**src/sv/fwli_pkg.sv**
```systemverilog
// -----------------------------------------------------------------------------
// Frame warp interpolation package
// Widths, codes and types shared by the frame warp interpolation unit.
// -----------------------------------------------------------------------------
package fwli_pkg;

	localparam int FRAME_MAX   = 1024;
	localparam int SAMPLE_BITS = 24;
	localparam int FRAC_BITS   = 16;

	localparam int ADDR_W  = $clog2(FRAME_MAX);
	localparam int POS_W   = 10;
	localparam int LEN_W   = 11;
	localparam int SCALE_W = 24;
	localparam int P1_W    = POS_W + SCALE_W;
	localparam int HALF_W  = (P1_W + 1) / 2;
	localparam int LO_W    = HALF_W + SCALE_W;
	localparam int PROD_W  = P1_W + SCALE_W;
	localparam int BASE_W  = PROD_W - 2 * FRAC_BITS;
	localparam int DIFF_W  = SAMPLE_BITS + 1;
	localparam int MUL_W   = DIFF_W + FRAC_BITS + 1;
	localparam int Q_W     = MUL_W - FRAC_BITS;

	localparam int PADDR_W = 4;
	localparam int PDATA_W = 32;

	localparam logic OP_LOAD = 1'b0;
	localparam logic OP_EMIT = 1'b1;

	localparam logic [1:0] REG_FRAME_LENGTH = 2'd0;
	localparam logic [1:0] REG_STRETCH      = 2'd1;
	localparam logic [1:0] REG_ENABLE       = 2'd2;

	localparam logic [LEN_W-1:0]   FRAME_LENGTH_RST = LEN_W'(64);
	localparam logic [SCALE_W-1:0] STRETCH_RST      = SCALE_W'(65536);

	typedef enum logic [1:0] {
		ST_IDLE,
		ST_INDEX,
		ST_READ,
		ST_INTERP
	} fsm_t;

	typedef struct packed {
		logic                 done;
		logic [BASE_W-1:0]    base;
		logic [FRAC_BITS-1:0] frac;
	} idx_res_t;

endpackage

```
**src/sv/fwli_index.sv**
```systemverilog
// -----------------------------------------------------------------------------
// Fractional index unit
// Forms position * stretch * warp in four registered multiply and add steps.
// -----------------------------------------------------------------------------
module fwli_index
	import fwli_pkg::*;
(
	input  logic               clk,
	input  logic               arst_n,
	input  logic               start,
	input  logic [POS_W-1:0]   position,
	input  logic [SCALE_W-1:0] stretch,
	input  logic [SCALE_W-1:0] warp,
	output idx_res_t           res
);

	logic                       v_s1, v_s2, v_s3, v_s4;
	logic [P1_W-1:0]            p1_s1;
	logic [SCALE_W-1:0]         warp_s1, warp_s2;
	logic [LO_W-1:0]            lo_s2, lo_s3, hi_s3;
	logic [P1_W-HALF_W-1:0]     p1hi_s2;
	logic [BASE_W-1:0]          base_s4;
	logic [FRAC_BITS-1:0]       frac_s4;
	logic [PROD_W-1:0]          sum;

	always_ff @(posedge clk or negedge arst_n) begin
		if (!arst_n) begin
			v_s1 <= 1'b0;
			v_s2 <= 1'b0;
			v_s3 <= 1'b0;
			v_s4 <= 1'b0;
		end else begin
			v_s1 <= start;
			v_s2 <= v_s1;
			v_s3 <= v_s2;
			v_s4 <= v_s3;
		end
	end

	assign sum = (PROD_W'(hi_s3) << HALF_W) + PROD_W'(lo_s3);

	always_ff @(posedge clk) begin
		p1_s1   <= P1_W'(position) * P1_W'(stretch);
		warp_s1 <= warp;
		lo_s2   <= LO_W'(p1_s1[HALF_W-1:0]) * LO_W'(warp_s1);
		p1hi_s2 <= p1_s1[P1_W-1:HALF_W];
		warp_s2 <= warp_s1;
		hi_s3   <= LO_W'(p1hi_s2) * LO_W'(warp_s2);
		lo_s3   <= lo_s2;
		base_s4 <= sum[PROD_W-1:2*FRAC_BITS];
		frac_s4 <= sum[2*FRAC_BITS-1:FRAC_BITS];
	end

	assign res.done = v_s4;
	assign res.base = base_s4;
	assign res.frac = frac_s4;

endmodule

```
**config.mk**
```make
export PLATFORM = sky130hd
export DESIGN_NAME = fwli_index
export DESIGN_NICKNAME = d
export VERILOG_FILES = /design/src/sv/fwli_pkg.sv /design/src/sv/fwli_index.sv
export SDC_FILE = /design/constraint.sdc
export NUM_CORES = 2
export LEC_CHECK = 0
export ABC_AREA = 1
export BUFFER_PORTS_ARGS = -buffer_cell sky130_fd_sc_hd__buf_2
export CORE_ASPECT_RATIO = 0.75
export CORE_MARGIN = 10
export CORE_UTILIZATION = 50
export CTS_CLUSTER_DIAMETER = 120
export DETAILED_ROUTE_END_ITERATION = 8
export PLACE_DENSITY = 0.75
export SYNTH_ARGS = -nofsm -noshare
export SYNTH_HDL_FRONTEND = slang
export SYNTH_SLANG_ARGS = --single-unit
export TNS_END_PERCENT = 100
```
**constraint.sdc**
```tcl
create_clock -name clk -period 7.5 [get_ports clk]
set_clock_uncertainty 0.15 [all_clocks]
set_input_delay 0.375 -clock clk [delete_from_list [all_inputs] [get_ports clk]]
set_output_delay 0.375 -clock clk [all_outputs]
set_load 0.02 [all_outputs]
```
==> metrics.md <==
| Metric | Value |
|---|---|
| Worst R2R Start | p1_s1[3] |
| Largest net degree at the start of global routing | 25 |
| Crit path DAT | 6770 ps |
| # resized after CTS | 0 |
| Number of global-route vias before repair | 35724 |
| Worst Setup Path Type | flip-flop to flip-flop |
| Post-synthesis register bit count | 236 |
| Cell family with most CP delay | adder cells |
| Hold endpoint | p1_s1[0] |
| Data required, critical path | 7810 ps |
| Max Slew Vio Count | 0 |
| Fillers | 7825 |
| Cell row count | 92 |
| Starting Density | 0.503 |
| Post-Syn Area | 42100 um^2 |
| Fraction of final layout cells sized beyond drive strength 1 | 0.0400 |
| Leading area contributor after synthesis | fa_1 |
| Sequential area share after synthesis | 0.113 |
| Routed via count | 34053 |
| CTS Buf Count | 26 |
| Reg2reg path depth | 20 |
| Unrepaired setup endpoints after global routing | false |
| Initial antenna violation count | 5 |
| Crit-path slowest cell | dfxtp_1 |
| Least-Margin Pin Slew | 1230 ps |
| CP Cell Sequence | nand2_1 -> fa_1 -> fa_1 -> fa_1 -> fa_1 -> inv_1 -> fa_1 -> inv_1 -> fa_1 -> inv_1 -> ha_1 -> a21o_1 -> a21boi_0 -> nand2_1 -> nand2_1 -> nand3_1 -> nand2_1 -> nand2_1 -> nand2_1 -> nand2_1 |
| H-tree depth | 1 |
| Port-buffer cells | 103 |
| Post-synth top area share | 0.395 |
| Total Die Area | 96400 um^2 |
| Met3 Wirelength | 15500 um |
| Status | completed |
| Routed wire length per instance | 17.5 um |
| Most frequent cells in the layout | inv_1, nand2_1, fa_1 |
| Final #Nets | 6663 |
| Synth top area cells | fa_1, inv_1, nand2_1 |
| Period Utilization, post-route | 0.861 |
| Hold Violations, Final | 0 |
| First-pass GRT wire length | 188000 um |
| Hold depth | 3 |
| Max frequency | 0.155 GHz |
| Post-DP HPWL | 93200 um |
| Max Used Layer | met5 |
| Setup Viol. Count Final | 0 |
| Antenna Nets Post-Route | 0 |
| Die Y | 271 um |
| Relative slew slack | 0.179 |
| Hold-fix buffers, CTS | 28 |
| Clk root buf | clkbuf_16 |
| Post-route DRC | 0 |
| GR Util All Layers | 0.240 |
| Min Clock Period, post-route | 6450 ps |
| Max FO, Critical Path | 24 |
| Largest buffer count on any clock path | 3 |
| Vias per cell | 5.16 |
| Worst Hold Class | input port to flip-flop |
| Slowest stage delay, CP | 1120 ps |
| Most frequent CP cell | nand2_1 |
| Met1 Routed Length | 49300 um |
| DRT Pass-1 Iters | 6 |
| CP startpoint kind | flip-flop |
| Drt total wl | 115000 um |
| Post-route setup TNS | 0 ps |
| Clk_lat worst skew | 570 ps |
| R2r setup slk | 1050 ps |
| Crit path depth | 20 |
| Distinct cells, synth | 45 |
| Mapped Cells | 5458 |
| Commonest non-fill, non-tap cell in the layout | inv_1 |
| CTS tree | yes |
| Routed wl met2 | 47500 um |
| Num Clock Sinks | 236 |
| Min-delay src | position[0] |
| IO Pins | 104 |
| CTS clk-pin slew, worst paths | 70 ps |
| 1st-iter DRT viols | 2824 |
| Area growth syn-to-layout | 6.38% |
| Remaining global-route overflow | 0 |
| Crit. End Element | flip-flop |
| Max_cap viols | 0 |
| Worst Path Buf+Inv | 3 |
| Post-CTS Setup Bufs | 0 |
| Die W | 355 um |
| Synthesized net count | 6671 |
| Syn_area_per_cell | 7.72 um^2 |
| Global placement routability congestion | 0.969 |
| Worst R2R End | lo_s2[39] |
| Warning count from the yosys run | 0 |
| CORE AREA | 83800 um^2 |
metrics by stage:
step / worst slack, ps / instance area [um^2] / hold WS [ps] / instances / util
2_1_floorplan: 1970 / 42100 / -70.6 / 5458 / -
3_3_place_gp: 1120 / 43600 / 28.5 / 6522 / 0.520
3_5_place_dp: 1120 / 43600 / 34.4 / 6522 / 0.520
4_1_cts: 1110 / 44800 / 112 / 6598 / 0.535
5_1_grt: 676 / 44800 / 159 / 6598 / 0.535
6_report: 1050 / 44800 / 137 / 6599 / 0.535
logic make-up after synthesis:
logic type                 share of synthesized area
adders and majority gates                      0.490
DFF                                            0.113
and+or+nand+nor                                0.177
xor gates and xnor gates                      0.0189
AOI/OAI and AO/OA                             0.0445
buffers and inverters                          0.156
worst max-delay path by stage:
stage                           start        end  slack [ps]
after CTS                    p1_s1[5]  lo_s2[36]        1110
final                        p1_s1[3]  lo_s2[39]        1050
after global placement       p1_s1[5]  lo_s2[36]        1120
after detailed placement     p1_s1[5]  lo_s2[36]        1120
after global routing         p1_s1[5]  lo_s2[36]         680
after floorplan           warp_s1[21]  lo_s2[36]        1970
worst reg2reg max path, cell delays in order, from the launching register on:
cell and delay (ps):
dfxtp_1 1120, nand2_1 240, fa_1 580, fa_1 490, fa_1 530, fa_1 550
inv_1 50, fa_1 470, inv_1 50, fa_1 570, inv_1 80, ha_1 310
a21o_1 180, a21boi_0 300, nand2_1 100, nand2_1 70, nand3_1 150, nand2_1 150
nand2_1 60, nand2_1 70, nand2_1 50
synthesized netlist by cell type (all sizes together):
master and count:
o211ai 4, ha 321, clkbuf 194, a31oi 6, and3 3, a21o 24
o21bai 13, nand4 33, nand2 1516, nor4 7, or2 3, a21boi 2
o31ai 2, xnor2 23, a21oi 175, nor3 38, nor2 180, xor2 68
or3 1, dfrtp 4, dfxtp 232, o311ai 1, o22ai 1, o21ai 96
buf 14, a31o 1, nor3b 1, nand3b 4, o21a 10, fa 831
nand3 103, inv 1547
final cells by class:
type                            instances  area, um^2  share of cell area
Antenna cell                            1        2.50           0.0000558
Clock buffer                           33         727              0.0162
Clock inverter                         15         230             0.00514
Inverter                             1547        5810               0.130
Multi-Input combinational cell       3467       30800               0.687
Sequential cell                       236        4740               0.106
Tap cell                             1128        1410              0.0315
Timing Repair Buffer                  172        1100              0.0246
sequential cells by signal (all words and copies together) (netlist names):
name / count
p1_s1: 34
v_s1: 1
v_s4: 1
lo_s2: 25
base_s4: 26
v_s2: 1
p1hi_s2: 17
lo_s3: 25
warp_s1: 24
hi_s3: 41
frac_s4: 16
warp_s2: 24
v_s3: 1
per-layer routing:
metal,up-vias,global-route usage
li1,15592,-
met1,16224,0.338
met2,1975,0.355
met3,254,0.0820
met4,8,0.0535
met5,-,0
Power is not shown: default switching activity piles up to over one toggle a cycle in this logic, so the estimate is an artifact.
