[src/sv/fwli_pkg.sv]
// -----------------------------------------------------------------------------
// Frame warp interpolation package
// Widths, codes and types shared by the frame warp interpolation unit.
// -----------------------------------------------------------------------------
package fwli_pkg;

	localparam int FRAME_MAX   = 1024;
	localparam int SAMPLE_BITS = 24;
	localparam int FRAC_BITS   = 16;

	localparam int ADDR_W  = $clog2(FRAME_MAX);
	localparam int POS_W   = 10;
	localparam int LEN_W   = 11;
	localparam int SCALE_W = 24;
	localparam int P1_W    = POS_W + SCALE_W;
	localparam int HALF_W  = (P1_W + 1) / 2;
	localparam int LO_W    = HALF_W + SCALE_W;
	localparam int PROD_W  = P1_W + SCALE_W;
	localparam int BASE_W  = PROD_W - 2 * FRAC_BITS;
	localparam int DIFF_W  = SAMPLE_BITS + 1;
	localparam int MUL_W   = DIFF_W + FRAC_BITS + 1;
	localparam int Q_W     = MUL_W - FRAC_BITS;

	localparam int PADDR_W = 4;
	localparam int PDATA_W = 32;

	localparam logic OP_LOAD = 1'b0;
	localparam logic OP_EMIT = 1'b1;

	localparam logic [1:0] REG_FRAME_LENGTH = 2'd0;
	localparam logic [1:0] REG_STRETCH      = 2'd1;
	localparam logic [1:0] REG_ENABLE       = 2'd2;

	localparam logic [LEN_W-1:0]   FRAME_LENGTH_RST = LEN_W'(64);
	localparam logic [SCALE_W-1:0] STRETCH_RST      = SCALE_W'(65536);

	typedef enum logic [1:0] {
		ST_IDLE,
		ST_INDEX,
		ST_READ,
		ST_INTERP
	} fsm_t;

	typedef struct packed {
		logic                 done;
		logic [BASE_W-1:0]    base;
		logic [FRAC_BITS-1:0] frac;
	} idx_res_t;

endpackage

[src/sv/fwli_interp.sv]
// -----------------------------------------------------------------------------
// Linear interpolator
// Blends two stored samples by a fraction, truncating toward zero.
// -----------------------------------------------------------------------------
module fwli_interp
	import fwli_pkg::*;
(
	input  logic                          clk,
	input  logic                          arst_n,
	input  logic                          in_valid,
	input  logic signed [SAMPLE_BITS-1:0] a_raw,
	input  logic signed [SAMPLE_BITS-1:0] b_raw,
	input  logic                          a_ok,
	input  logic                          b_ok,
	input  logic [FRAC_BITS-1:0]          frac,
	input  logic                          enable,
	output logic                          out_valid,
	output logic signed [SAMPLE_BITS-1:0] value
);

	logic signed [SAMPLE_BITS-1:0] a_v, b_v, a_s1, value_s2;
	logic signed [DIFF_W-1:0]      diff;
	logic signed [MUL_W-1:0]       prod_s1, biased;
	logic signed [Q_W-1:0]         quot;
	logic signed [Q_W-1:0]         total;
	logic                          v_s1, v_s2;

	assign a_v  = a_ok ? a_raw : '0;
	assign b_v  = b_ok ? b_raw : '0;
	assign diff = DIFF_W'(b_v) - DIFF_W'(a_v);

	// Rounding toward zero: bias negative products before the arithmetic shift.
	assign biased = prod_s1[MUL_W-1] ? (prod_s1 + MUL_W'((1 << FRAC_BITS) - 1)) : prod_s1;
	assign quot   = Q_W'(biased >>> FRAC_BITS);
	assign total  = Q_W'(a_s1) + quot;

	always_ff @(posedge clk or negedge arst_n) begin
		if (!arst_n) begin
			v_s1 <= 1'b0;
			v_s2 <= 1'b0;
		end else begin
			v_s1 <= in_valid;
			v_s2 <= v_s1;
		end
	end

	always_ff @(posedge clk) begin
		prod_s1  <= MUL_W'(diff) * $signed(MUL_W'({1'b0, frac}));
		a_s1     <= a_v;
		value_s2 <= enable ? total[SAMPLE_BITS-1:0] : '0;
	end

	assign out_valid = v_s2;
	assign value     = value_s2;

endmodule

[config.mk]
export PLATFORM = sky130hd
export DESIGN_NAME = fwli_interp
export DESIGN_NICKNAME = d
export VERILOG_FILES = /design/src/sv/fwli_pkg.sv /design/src/sv/fwli_interp.sv
export SDC_FILE = /design/constraint.sdc
export NUM_CORES = 1
export LEC_CHECK = 0
export ABC_AREA = 0
export BUFFER_PORTS_ARGS = -buffer_cell sky130_fd_sc_hd__buf_4
export CELL_PAD_IN_SITES_DETAIL_PLACEMENT = 1
export CELL_PAD_IN_SITES_GLOBAL_PLACEMENT = 2
export CORE_ASPECT_RATIO = 1.1
export CORE_MARGIN = 5
export CORE_UTILIZATION = 35
export CTS_CLUSTER_DIAMETER = 80
export DETAILED_ROUTE_END_ITERATION = 7
export PLACE_DENSITY_LB_ADDON = 0.1
export SYNTH_ARGS = -nofsm -noshare
export SYNTH_HDL_FRONTEND = slang
export SYNTH_SLANG_ARGS = --single-unit
[constraint.sdc]
create_clock -name clk -period 9.1 [get_ports clk]
set_input_delay 1.365 -clock clk [delete_from_list [all_inputs] [get_ports clk]]
set_output_delay 1.365 -clock clk [all_outputs]
set_load 0.005 [all_outputs]
==> results of run 1 <==
sequential cells by signal (all words and copies together) (netlist names):
register,count
out_valid,1
prod_s1,41
value,24
a_s1,24
v_s1,1
cell families after synthesis:
group	count (synthesis)	synth area share
AOI/OAI and AO/OA	207	0.0722
buffers and inverters	566	0.112
muxes	2	0.00104
xor gates and xnor gates	102	0.0465
adders and majority gates	543	0.508
and+or+nand+nor	640	0.165
DFF	91	0.0954
Yosys cell counts (2+ instances only):
cell / instances / area [µm²]
nand3_1: 30 / 150
nor2_1: 38 / 143
nand2_1: 276 / 1040
o21ai_0: 34 / 170
a21boi_0: 3 / 22.5
fa_1: 393 / 7870
nand4_1: 9 / 56.3
nor3b_1: 3 / 22.5
dfrtp_1: 2 / 50.1
nand2b_1: 16 / 100
a31oi_1: 8 / 50.1
o221ai_1: 2 / 17.5
or3_1: 4 / 25.0
xnor2_1: 76 / 666
a21oi_1: 59 / 295
clkbuf_1: 62 / 233
a211oi_1: 5 / 37.5
ha_1: 150 / 1880
a211o_1: 2 / 17.5
o21a_1: 15 / 113
dfxtp_1: 89 / 1780
buf_2: 4 / 20.0
o31ai_1: 5 / 37.5
mux2i_1: 2 / 20.0
xor2_1: 26 / 228
o31a_1: 2 / 17.5
nor4_1: 7 / 43.8
and4_1: 2 / 17.5
a31o_2: 3 / 26.3
a21o_1: 32 / 240
and3_1: 14 / 87.6
a41oi_1: 2 / 17.5
o21bai_1: 9 / 67.6
buf_6: 2 / 22.5
and2_1: 203 / 1270
inv_1: 496 / 1860
nor3_1: 13 / 65.1
o211ai_1: 3 / 22.5
a21oi_2: 2 / 17.5
nor2b_1: 23 / 144
o21ai_1: 3 / 15.0
buf_1: 2 / 7.51
layer usage:
layer	wire (µm)	part of all wire
met1	27700	0.48
met2	28400	0.49
met3	1650	0.028
met4	492	0.0085
met5	0	0
what timing repair did:
item                                    CTS  global route
gates resized for setup                  36           116
endpoints found under the setup margin   13            20
gates cloned                              0             3
setup buffers                             2            17
pin swaps                                16            63
metrics by stage:
stage / util / TNS [ns]
after detailed placement: 0.412 / -10.02
after floorplan: - / 0
after global placement: 0.412 / -7.61
after global routing: 0.435 / -0.534
after CTS: 0.421 / 0
final: 0.435 / 0
worst max-delay path: cells and delay by family:
kind	cells	cell delay [ns]
fa+ha+maj	8	3.58
compound gates	11	2.61
buf+inv	7	0.79
simple gates	5	0.57
xor+xnor	2	0.33
worst paths after layout:
check	to	slack [ns]	cells after the start
setup / recovery	prod_s1[39]$_DFF_P_	0.10	33
setup reg to reg	value[22]$_SDFF_PN0_	4.63	18
min in group asynchronous	out_valid$_DFF_PN0_	0.77	1
hold reg to reg	out_valid$_DFF_PN0_	0.36	0
hold / removal	out_valid$_DFF_PN0_	0.36	0
max in group asynchronous	v_s1$_DFF_PN0_	8.24	1
cell type report:
cell class	instances	area, µm²	area share
clock buffer	10	239	0.0101
timing repair buffer	343	2910	0.123
sequential	91	1830	0.0771
tap	736	921	0.0388
clock inverter	6	50.0	0.00211
multi-input combinational	1494	15900	0.671
inverter	496	1860	0.0784
==> results.json, run 1 <==
{
  "fin_nets": 3048,
  "yosysWarningCount": 0,
  "setup_violations": 0,
  "worst_pin_slew_ns": 0.862,
  "fin_cells": 3176,
  "first_global_vias": 17200,
  "final_cell_mix": "inv_1, fa_1, buf_4, nand2_1, and2_1",
  "grt_max_degree": 27,
  "layout_commonest_cell": "inv_1",
  "use_met1": 0.285,
  "cts_hold_buf": 0,
  "cpPeakStageDelay_ns": 0.62,
  "syn-cell-area_um2": 19200,
  "dieArea_um2": 59600,
  "critPathMostFrequentCell": "fa_1",
  "drive_above_1_share": 0.195,
  "via_per_inst": 4.70,
  "insertion_delay_ns": 0.36,
  "drc": 0,
  "place_area_um2": 22500,
  "vias": 14900,
  "fin_area_um2": 23700,
  "antenna_found_initial": 0,
  "synthFlopType": "dfxtp_1",
  "worst_slack_ns": 0.105,
  "hp-start": "v_s1$_DFF_PN0_",
  "crit_path_end_kind": "register",
  "period_share": 0.988,
  "use_met3": 0.0146,
  "cts_buffer_depth": 2,
  "dr.first_iter.drc_count": 421,
  "fp.dieW_um": 233,
  "cts_tree": "yes",
  "coreArea_um2": 54600,
  "skew_ns": 0.00927,
  "maxCapViolCount": 0,
  "maxSlewViolCount": 0,
  "critPathMaxFanout": 5,
  "cts.htree.levels": 3,
  "grt_overflow": 0,
  "crit_arrival_ns": 9.28,
  "worstReg2RegStart": "prod_s1[3]$_DFF_P_",
  "fp.dieH_um": 256,
  "hold_path_class": "reg2reg",
  "period_minus_slack_ns": 9.00,
  "syn_nets": 2764,
  "root_buffer": "clkbuf_16",
  "busiest_layer": "met2",
  "port-buffer-count": 94,
  "crit_type": "in2reg",
  "hold_ws_ns": 0.359,
  "syn_inst": 2151,
  "place_worst_setup_slack_ns": -1.01,
  "fillers": 6305,
  "area_growth_pct": 23.7,
  "grt_pass1_wl_um": 93900,
  "crit_required_ns": 9.39,
  "placementRows": 90,
  "first_pass_iters": 4,
  "place_inst": 3141,
  "cts.sink_count": 91,
  "drt-total-wl_um": 58200,
  "clkTransAtPathRegs_ns": 0.07,
  "yosysUniqueCellTypes": 62,
  "dp.final_hpwl_um": 49300,
  "ant_nets": 0,
  "rsz0062_at_grt": "yes",
  "cts_buffers": 9,
  "outcome": "finished clean",
  "critPathLaunch": "b_ok",
  "use_met2": 0.339,
  "initial_core_util": 0.351,
  "fmax_ghz": 0.111,
  "crit_path_top_delay_cell": "fa_2",
  "avgSynthCellArea_um2": 8.92,
  "ys_async_sr_fraction": 0.0220,
  "pin_count": 95,
  "grtUsageTotal": 0.198,
  "diodes": 0,
  "yosysSeqAreaShare": 0.0954,
  "critPathLaunchType": "input pin",
  "yosys_register_bits": 91,
  "synth_enable_flop_cells": 0,
  "slew_headroom": 0.425,
  "post_drt_wl_per_cell_um": 18.3,
  "final_hold_viol_count": 0,
  "gp_congestion": 0.804
}
Power of run 1 is left out: the tool's default activity adds up to more than one toggle a clock period on the data nets, which glitch-free logic cannot reach.
==> inputs of run 2 (changes only) <==
Settings changed: SETUP_SLACK_MARGIN from default to 0.5, SKIP_LAST_GASP from default to 1.
==> run 2 against run 1 <==
  * Highest routed layer unchanged
  * Utilization is 1.3 points higher
  * First-iteration DRC count is 3.3% lower
  * Critical path type unchanged
  * Register-to-register slack worse by 0.13 ns
  * Hold slack worse by 0.0079 ns
==> results.json, run 2 (same netlist as run 1, synthesis figures left out) <==
{
  "outcome": "finished clean",
  "setup_violations": 0,
  "placementRows": 90,
  "dp.final_hpwl_um": 48700,
  "diodes": 0,
  "grt_pass1_wl_um": 94700,
  "cts_tree": "yes",
  "dr.first_iter.drc_count": 407,
  "rsz0062_at_grt": "yes",
  "vias": 15100,
  "crit_arrival_ns": 9.11,
  "post_drt_wl_per_cell_um": 18.0,
  "cts_hold_buf": 0,
  "cts.htree.levels": 3,
  "period_share": 0.972,
  "drive_above_1_share": 0.235,
  "clkTransAtPathRegs_ns": 0.07,
  "pin_count": 95,
  "final_cell_mix": "inv_1, fa_1, buf_4, nand2_1, and2_1",
  "first_pass_iters": 4,
  "critPathLaunchType": "input pin",
  "wl_met1_um": 27100,
  "crit_type": "in2reg",
  "critPathMaxFanout": 6,
  "cts.sink_count": 91,
  "area_growth_pct": 27.4,
  "first_global_vias": 17500,
  "insertion_delay_ns": 0.36,
  "ant_nets": 0,
  "root_buffer": "clkbuf_16",
  "drc": 0,
  "fin_nets": 3071,
  "skew_ns": 0.0118,
  "dieArea_um2": 59600,
  "initial_core_util": 0.351,
  "via_per_inst": 4.72,
  "largest_reg_flops": 41,
  "met3_length_um": 1640,
  "drt-total-wl_um": 57500,
  "grt_max_degree": 27,
  "fmax_ghz": 0.113,
  "cpPeakStageDelay_ns": 0.51,
  "slew_headroom": 0.427,
  "period_minus_slack_ns": 8.85,
  "grt_overflow": 0,
  "port-buffer-count": 94,
  "fp.dieW_um": 233,
  "maxCapViolCount": 0,
  "antenna_found_initial": 0,
  "crit_path_end_kind": "register",
  "layout_commonest_cell": "inv_1",
  "final_core_util": 0.448,
  "cts_buffer_depth": 2,
  "worst_pin_slew_ns": 0.853,
  "crit_required_ns": 9.36,
  "dr_wl_met2_um": 28300,
  "maxSlewViolCount": 0,
  "grtUsageTotal": 0.199,
  "crit_path_top_delay_cell": "fa_1",
  "coreArea_um2": 54600,
  "final_hold_viol_count": 0,
  "hold_path_class": "reg2reg",
  "largest_register": "prod_s1",
  "cts_buffers": 9,
  "gp_congestion": 0.810,
  "top_layer": "met4",
  "fp.dieH_um": 256
}
run 2: layout make-up:
cell class | count | area (µm²)
Clock inverter | 7 | 75.1
Tap cell | 736 | 921
Timing Repair Buffer | 366 | 3120
Inverter | 496 | 1860
Multi-Input combinational cell | 1494 | 16400
Clock buffer | 9 | 225
Fill cell | 6290 | 30200
Sequential cell | 91 | 1830
run 2: timing repair:
item,CTS,global route
setup endpoints to repair,21,22
pin swaps,91,118
resized for setup,138,99
buffers inserted,28,18
cloned,2,0
run 2: per-layer routing:
layer / vias to the layer above / track usage
met4: 0 / 0.0256
li1: 7065 / -
met1: 7814 / 0.278
met2: 179 / 0.344
met5: - / 0
met3: 35 / 0.0199
run 2: critical path: cells and delay by family:
kind	cells	cell delay (ns)
fa+ha+maj	8	3.44
compound gates	12	2.19
buf+inv	11	1.13
simple gates	4	0.86
xor+xnor	1	0.11
run 2: stage by stage:
step / setup TNS [ns] / cell area (µm²) / cells / hold WS (ns) / setup WS (ns)
after floorplan: 0 / 19600 / 2151 / 0.331 / 0.386
after global routing: 0 / 24500 / 3199 / 0.365 / 0.0302
final: 0 / 24500 / 3199 / 0.351 / 0.250
after CTS: 0 / 23900 / 3181 / 0.353 / 0.281
after global placement: -2.53 / 22700 / 3135 / 0.336 / -0.426
after detailed placement: -4.34 / 22700 / 3135 / 0.337 / -0.482
run 2: worst paths after layout:
path | slack (ns) | start | end | depth (start not counted)
max | 0.25 | b_ok | prod_s1[35]$_DFF_P_ | 36
min | 0.35 | v_s1$_DFF_PN0_ | out_valid$_DFF_PN0_ | 0
max reg2reg | 4.50 | prod_s1[41]$_DFF_P_ | value[22]$_SDFF_PN0_ | 17
min reg2reg | 0.35 | v_s1$_DFF_PN0_ | out_valid$_DFF_PN0_ | 0
max in group asynchronous | 8.24 | arst_n | v_s1$_DFF_PN0_ | 1
min in group asynchronous | 0.77 | arst_n | out_valid$_DFF_PN0_ | 1
Power of run 2 is left out for the same reason.
